### src/sv/dtd_pkg.sv
// Shared types, constants and calendar tables for the date-time difference block.
package dtd_pkg;

  localparam int unsigned DAYS_W = 22;
  localparam logic [13:0] MAX_YEAR = 14'd9999;

  // Month codes
  localparam logic [3:0] MONTH_JAN = 4'd1;
  localparam logic [3:0] MONTH_FEB = 4'd2;
  localparam logic [3:0] MONTH_DEC = 4'd12;

  typedef struct packed {
    logic [4:0]  day_a;
    logic [3:0]  month_a;
    logic [13:0] year_a;
    logic [4:0]  hour_a;
    logic [5:0]  minute_a;
    logic [5:0]  second_a;
    logic [4:0]  day_b;
    logic [3:0]  month_b;
    logic [13:0] year_b;
    logic [4:0]  hour_b;
    logic [5:0]  minute_b;
    logic [5:0]  second_b;
  } in_t;

  typedef struct packed {
    logic              invalid;
    logic [DAYS_W-1:0] diff_days;
    logic [4:0]        diff_hours;
    logic [5:0]        diff_minutes;
    logic [5:0]        diff_seconds;
  } out_t;

  // One calendar date-time as it arrives
  typedef struct packed {
    logic [4:0]  day;
    logic [3:0]  month;
    logic [13:0] year;
    logic [4:0]  hour;
    logic [5:0]  minute;
    logic [5:0]  second;
  } date_time_t;

  // Day number since 0001-01-01 plus time of day; order makes a packed compare valid
  typedef struct packed {
    logic [DAYS_W-1:0] days;
    logic [4:0]        hour;
    logic [5:0]        minute;
    logic [5:0]        second;
  } stamp_t;

  // Days before the first of a month in a common year
  function automatic logic [8:0] days_before_month(input logic [3:0] month);
    logic [8:0] d;
    case (month)
      4'd1:    d = 9'd0;
      4'd2:    d = 9'd31;
      4'd3:    d = 9'd59;
      4'd4:    d = 9'd90;
      4'd5:    d = 9'd120;
      4'd6:    d = 9'd151;
      4'd7:    d = 9'd181;
      4'd8:    d = 9'd212;
      4'd9:    d = 9'd243;
      4'd10:   d = 9'd273;
      4'd11:   d = 9'd304;
      4'd12:   d = 9'd334;
      default: d = 9'd0;
    endcase
    return d;
  endfunction

  // Length of a month in a common year
  function automatic logic [4:0] month_length(input logic [3:0] month);
    logic [4:0] len;
    case (month)
      4'd2:                      len = 5'd28;
      4'd4, 4'd6, 4'd9, 4'd11:   len = 5'd30;
      4'd1, 4'd3, 4'd5, 4'd7,
      4'd8, 4'd10, 4'd12:        len = 5'd31;
      default:                   len = 5'd0;
    endcase
    return len;
  endfunction

endpackage

### src/sv/dtd_convert.sv
// Validation and day-number conversion of one date-time.
module dtd_convert (
  input  dtd_pkg::date_time_t dt,
  output dtd_pkg::stamp_t     stamp,
  output logic                ok
);
  import dtd_pkg::*;

  logic [13:0] py;
  logic [11:0] q4;
  logic [23:0] prod;
  logic [7:0]  q100;
  logic [13:0] r100_full;
  logic [6:0]  r100;
  logic        leap;
  logic [4:0]  len;
  logic [22:0] days_sum;

  // Split the elapsed years into quarters, centuries and the leftover
  always_comb begin
    py        = dt.year - 14'd1;
    q4        = py[13:2];
    // q4 / 25 by reciprocal; exact for q4 below 4096
    prod      = {12'd0, q4} * 24'd2622;
    q100      = prod[23:16];
    r100_full = py - ({6'd0, q100} * 14'd100);
    r100      = r100_full[6:0];
  end

  // Leap rule on year = py + 1
  always_comb begin
    if (r100 == 7'd99) begin
      leap = (q100[1:0] == 2'd3);
    end else begin
      leap = (py[1:0] == 2'd3);
    end
  end

  // Check every field against its calendar range
  always_comb begin
    len = month_length(dt.month);
    if (dt.month == MONTH_FEB && leap) begin
      len = 5'd29;
    end
    ok = (dt.year != 14'd0) && (dt.year <= MAX_YEAR) &&
         (dt.month inside {[MONTH_JAN:MONTH_DEC]}) &&
         (dt.day != 5'd0) && (dt.day <= len) &&
         (dt.hour <= 5'd23) && (dt.minute <= 6'd59) && (dt.second <= 6'd59);
  end

  // Sum the day number since 0001-01-01
  always_comb begin
    days_sum = ({9'd0, py} * 23'd365)
             + {11'd0, q4}
             - {15'd0, q100}
             + {17'd0, q100[7:2]}
             + {14'd0, days_before_month(dt.month)}
             + {22'd0, (dt.month > MONTH_FEB) && leap}
             + {18'd0, dt.day}
             - 23'd1;
    stamp.days   = days_sum[DAYS_W-1:0];
    stamp.hour   = dt.hour;
    stamp.minute = dt.minute;
    stamp.second = dt.second;
  end

endmodule

### src/sv/dtd_diff.sv
// Absolute difference of two day-number stamps with borrow through seconds, minutes, hours.
module dtd_diff (
  input  dtd_pkg::stamp_t stamp_a,
  input  dtd_pkg::stamp_t stamp_b,
  input  logic            bad,
  output dtd_pkg::out_t   res
);
  import dtd_pkg::*;

  stamp_t     big;
  stamp_t     sml;
  logic [6:0] sec_raw;
  logic [6:0] min_raw;
  logic [5:0] hr_raw;
  logic       sec_bw;
  logic       min_bw;
  logic       hr_bw;
  logic [5:0] sec_d;
  logic [5:0] min_d;
  logic [4:0] hr_d;
  logic [DAYS_W-1:0] day_d;

  // Order the two stamps so the subtraction is non-negative
  always_comb begin
    if (stamp_a >= stamp_b) begin
      big = stamp_a;
      sml = stamp_b;
    end else begin
      big = stamp_b;
      sml = stamp_a;
    end
  end

  // Subtract field by field, borrowing upward
  always_comb begin
    sec_raw = {1'b0, big.second} - {1'b0, sml.second};
    sec_bw  = sec_raw[6];
    sec_d   = sec_bw ? (sec_raw[5:0] + 6'd60) : sec_raw[5:0];

    min_raw = {1'b0, big.minute} - {1'b0, sml.minute} - {6'd0, sec_bw};
    min_bw  = min_raw[6];
    min_d   = min_bw ? (min_raw[5:0] + 6'd60) : min_raw[5:0];

    hr_raw  = {1'b0, big.hour} - {1'b0, sml.hour} - {5'd0, min_bw};
    hr_bw   = hr_raw[5];
    hr_d    = hr_bw ? (hr_raw[4:0] + 5'd24) : hr_raw[4:0];

    day_d   = big.days - sml.days - {{(DAYS_W-1){1'b0}}, hr_bw};
  end

  // Zero the result when either input fails validation
  always_comb begin
    res.invalid = bad;
    if (bad) begin
      res.diff_days    = '0;
      res.diff_hours   = '0;
      res.diff_minutes = '0;
      res.diff_seconds = '0;
    end else begin
      res.diff_days    = day_d;
      res.diff_hours   = hr_d;
      res.diff_minutes = min_d;
      res.diff_seconds = sec_d;
    end
  end

endmodule

### src/sv/date_time_difference.sv
// Top level: three-register pipeline computing the difference of two date-times.
//
//   channel  direction  handshake            payload
//   in_      input      in_valid/in_ready    in_data  (dtd_pkg::in_t)
//   out_     output     out_valid/out_ready  out_data (dtd_pkg::out_t)
//
// One item per cycle while results are taken; an accepted item passes through the
// input register, conversion register and result register in turn, and out_valid
// rises when it reaches the result register.
// The conversion stage holds the longest path: one reciprocal multiply per date.
// Synchronous active-low reset empties all stages; payload registers are not reset.
// While a result waits with out_ready low, every stage holds and in_ready drops.
module date_time_difference (
  input  logic           clk,
  input  logic           rst_n,
  input  logic           in_valid,
  output logic           in_ready,
  input  dtd_pkg::in_t   in_data,
  output logic           out_valid,
  input  logic           out_ready,
  output dtd_pkg::out_t  out_data
);
  import dtd_pkg::*;

  logic       adv;
  logic       in_valid_r;
  in_t        in_r;
  logic       s1_valid_r;
  logic       s1_bad_r;
  stamp_t     s1_a_r;
  stamp_t     s1_b_r;
  logic       out_valid_r;
  out_t       out_data_r;

  date_time_t dt_a;
  date_time_t dt_b;
  stamp_t     stamp_a;
  stamp_t     stamp_b;
  logic       ok_a;
  logic       ok_b;
  out_t       res;

  // Advance all stages whenever the result register can take a new value
  assign adv       = !out_valid_r || out_ready;
  assign in_ready  = adv;
  assign out_valid = out_valid_r;
  assign out_data  = out_data_r;

  // Regroup the registered input into two date-times
  always_comb begin
    dt_a = '{day: in_r.day_a, month: in_r.month_a, year: in_r.year_a,
             hour: in_r.hour_a, minute: in_r.minute_a, second: in_r.second_a};
    dt_b = '{day: in_r.day_b, month: in_r.month_b, year: in_r.year_b,
             hour: in_r.hour_b, minute: in_r.minute_b, second: in_r.second_b};
  end

  dtd_convert u_conv_a (
    .dt    (dt_a),
    .stamp (stamp_a),
    .ok    (ok_a)
  );

  dtd_convert u_conv_b (
    .dt    (dt_b),
    .stamp (stamp_b),
    .ok    (ok_b)
  );

  dtd_diff u_diff (
    .stamp_a (s1_a_r),
    .stamp_b (s1_b_r),
    .bad     (s1_bad_r),
    .res     (res)
  );

  // Valid bits of the three stages
  always_ff @(posedge clk) begin
    if (!rst_n) begin
      in_valid_r  <= 1'b0;
      s1_valid_r  <= 1'b0;
      out_valid_r <= 1'b0;
    end else if (adv) begin
      in_valid_r  <= in_valid;
      s1_valid_r  <= in_valid_r;
      out_valid_r <= s1_valid_r;
    end
  end

  // Payload of the three stages
  always_ff @(posedge clk) begin
    if (adv) begin
      in_r       <= in_data;
      s1_a_r     <= stamp_a;
      s1_b_r     <= stamp_b;
      s1_bad_r   <= !(ok_a && ok_b);
      out_data_r <= res;
    end
  end

`ifndef NO_ASSERTIONS
  // An accepted transfer sits in the input register next cycle
  a_in_to_s1: assert property (@(posedge clk) disable iff (!rst_n)
    in_valid && in_ready |=> in_valid_r)
    else $error("accepted transfer did not reach input register");

  // A converted item reaches the result register next cycle when advancing
  a_s1_to_out: assert property (@(posedge clk) disable iff (!rst_n)
    s1_valid_r && adv |=> out_valid_r)
    else $error("converted item did not reach result register");

  // Invalid results carry all-zero difference fields
  a_invalid_zero: assert property (@(posedge clk) disable iff (!rst_n)
    out_valid_r && out_data_r.invalid |->
      (out_data_r.diff_days == '0) && (out_data_r.diff_hours == 5'd0) &&
      (out_data_r.diff_minutes == 6'd0) && (out_data_r.diff_seconds == 6'd0))
    else $error("invalid result has nonzero fields");

  // Valid results keep remainders within a day
  a_ranges: assert property (@(posedge clk) disable iff (!rst_n)
    out_valid_r && !out_data_r.invalid |->
      (out_data_r.diff_hours <= 5'd23) && (out_data_r.diff_minutes <= 6'd59) &&
      (out_data_r.diff_seconds <= 6'd59))
    else $error("remainder field out of range");
`endif

endmodule
### config.mk
export PLATFORM = sky130hd
export DESIGN_NAME = date_time_difference
export DESIGN_NICKNAME = d
export VERILOG_FILES = /design/src/sv/dtd_pkg.sv /design/src/sv/dtd_convert.sv /design/src/sv/dtd_diff.sv /design/src/sv/date_time_difference.sv
export SDC_FILE = /design/constraint.sdc
export NUM_CORES = 1
export LEC_CHECK = 0
export BUFFER_PORTS_ARGS = -buffer_cell sky130_fd_sc_hd__buf_2
export CAP_MARGIN = 20
export CORE_MARGIN = 4
export CORE_UTILIZATION = 58
export DETAILED_ROUTE_END_ITERATION = 6
export PLACE_DENSITY = 0.86
export SETUP_SLACK_MARGIN = 0.02
export SYNTH_ARGS = -nofsm -noshare
export SYNTH_HDL_FRONTEND = slang
export SYNTH_HIERARCHICAL = 1
export SYNTH_SLANG_ARGS = --single-unit
### constraint.sdc
create_clock -name clk -period 11.45 [get_ports clk]
set_input_delay 1.145 -clock clk [delete_from_list [all_inputs] [get_ports clk]]
set_output_delay 1.145 -clock clk [all_outputs]
set_load 0.005 [all_outputs]
==> flow_summary.json <==
{
  "synth-async-reset-ratio": 0,
  "ant_nets": 0,
  "synth_common_cells": "inv_1 (516), ha_1 (468), fa_1 (240)",
  "cts.sinks": 202,
  "avgSynthCellArea_sq_um": 10.29,
  "cts_tree": "built",
  "io_pins": 126,
  "r2r_end": "s1_b_r[38]",
  "start_kind": "flop",
  "yosysMostFrequentCell": "inv_1",
  "ys_types": 107,
  "avgViaCountPerCell": 5.759,
  "drt_iter0_drc": 1367,
  "worst_pin_slew_ps": 969.6,
  "crit_path_end_kind": "flop",
  "pre_cts_slack_ps": -276.1,
  "cts_buffers": 27,
  "run_status": "complete, but fails checks",
  "firstDrtPassIters": 7,
  "crit_type": "reg -> reg",
  "wl_um": 63980,
  "worst-r2r-setup-slack_ps": 330,
  "rows": 77,
  "cts-root-buf": "clkbuf_16",
  "num-nets-final": 3509,
  "grt_max_degree": 80,
  "die_x_um": 219.0,
  "place_hpwl_um": 50860,
  "htreeDepth": 1,
  "area_growth_pct": 13.33,
  "synthTopCellsByArea": "edfxtp_1 (23%), ha_1 (23%), fa_1 (19%)",
  "regToRegStartpoint": "dt_b[18]",
  "clk_pin_slew_worst_paths_ps": 70,
  "fill_cells": 3249,
  "gp_congestion": 0.9869,
  "period_share": 0.9711,
  "fin_crit_ps": 11120,
  "synth_top_area_cell": "edfxtp_1",
  "ys_warn_count": 6,
  "synth_edf_count": 199,
  "wire_per_inst_um": 19.20,
  "finalSetupViolCount": 0,
  "fin_skew_ps": 35.93,
  "drc": 1,
  "slew_headroom": 0.3497,
  "start_util": 0.5851,
  "min_to": "s1_a_r[1]",
  "holdPathStages": 0,
  "slew_viol_final": 0,
  "design.die.area_sq_um": 47950,
  "drive_gt1_frac": 0.1742,
  "cts_buffer_depth": 3,
  "core_area_sq_um": 44120,
  "insertion_delay_ps": 580,
  "path_max_fanout": 5,
  "max_stage_delay_ps": 550,
  "synth_area_sq_um": 25820,
  "overflow": 0,
  "cts_hold_buf": 0,
  "antenna_found_initial": 1,
  "min_path_type": "reg -> reg",
  "globalRouteTotalUtil": 0.2599,
  "slowest_stage": "fa_1",
  "die_y_um": 219.0,
  "worst_ep_required_time_ps": 11750,
  "timing.fmax_ghz": 0.08993,
  "synthFlopType": "edfxtp_1",
  "grt_pass1_vias": 20130,
  "holdCritStartpoint": "dt_a[1]",
  "yosysSeqAreaShare": 0.2338,
  "synth_top_cell_area_share": 0.2315,
  "crit_path_frequent_cell": "inv_1",
  "io_buffers": 125,
  "arrival_ps": 11420,
  "violations": "DRC",
  "setup_ws_ps": 330.7,
  "rr_worst_depth": 49,
  "hold_viol": 0,
  "synth_nets": 3302,
  "ys_ff_latch": 202,
  "vias": 19190,
  "synthCells": 2510,
  "max_cap_viol_count": 0,
  "grt_pass1_wl_um": 100000
}
==> metrics by stage <==
step                  util  area (sq um)  TNS (ps)  instances  hold slack [ps]
finish              0.6631         29260         0       3332            417.5
global route        0.6630         29250    -306.2       3330            425.1
CTS                 0.6485         28610         0       3313            420.1
detailed placement  0.6262         27630     -1099       3258            405.2
global placement    0.6262         27630         0       3258            409.6
floorplan                -         25940         0       2510            438.4
==> layer usage <==
metal | global-route usage | wire, um
met4 | 0.08932 | 2517
met1 | 0.3372 | 26110
met5 | 0 | 13
met3 | 0.05206 | 4740
met2 | 0.4369 | 30600
==> kinds of logic after synthesis <==
| group | after synthesis | synth area share |
|---|---|---|
| and+or+nand+nor | 480 | 0.09857 |
| DFF | 202 | 0.2338 |
| AOI/OAI and AO/OA | 350 | 0.09339 |
| xor gates and xnor gates | 152 | 0.05457 |
| muxes | 37 | 0.01575 |
| buffers and inverters | 580 | 0.09067 |
| adders and majority gates | 709 | 0.4133 |
==> worst max-delay path by stage <==
stage / start / endpoint / slack (ps) / cells after the start
6_report: dt_b[18] / s1_b_r[38] / 330 / 49
5_1_grt: dt_b[18] / s1_b_r[38] / -130 / 49
4_1_cts: dt_b[17] / s1_b_r[38] / 10 / 44
3_5_place_dp: dt_b[17] / s1_b_r[38] / -280 / 47
3_3_place_gp: dt_b[17] / s1_b_r[38] / 90 / 44
2_1_floorplan: dt_b[17] / s1_b_r[38] / 1 / 45
==> sequential cells by signal, indices dropped and copies added, names as in the netlist <==
name,cells
s1_a_r,39
s1_b_r,39
out_valid,1
out_data,40
in_valid_r,1
s1_bad_r,1
dt_b,40
dt_a,40
s1_valid_r,1
==> critical path: cells and delay by family (launching register included) <==
kind,cells,cell delay (ps)
XOR/XNOR,3,310
adder cells (fa/ha/maj),13,5070
AND/OR/NAND/NOR,6,1240
AO/OA/AOI/OAI,16,2880
buffers and inverters,11,900
flip-flops,1,420
==> cell type report <==
class                      instances  area [sq um]  share of cell area
inverter                         517          1953             0.06675
clock buffer                      30         686.9             0.02348
sequential                       202          6036              0.2063
antenna                            2         5.005           0.0001710
timing repair buffer             241          1505             0.05144
clock inverter                    20         162.7            0.005559
tap                              592         740.7             0.02532
multi-input combinational       1728         18170              0.6210
==> cell usage in the layout, fill, tap and decap left out, types with 22 or more instances in the layout <==
master and count:
nand2_1 74, inv_1 494, nor2b_1 31, buf_4 112
and3_1 36, xnor2_1 87, fa_1 237, o21ai_0 28
xor2_1 46, clkbuf_16 27, nand2b_1 22, a21oi_1 118
or2_2 24, ha_1 446, edfxtp_1 199, nand3_1 27
buf_2 125, nor2_1 137, nand4_1 24
==> what timing repair did <==
action / in CTS / in global routing
setup buffers: 5 / 16
gates resized for setup: 22 / 95
pin swaps: 13 / 79
setup endpoints to repair: 10 / 23
Power is not shown: default switching activity piles up to over one toggle a cycle in this logic, so the estimate is an artifact.
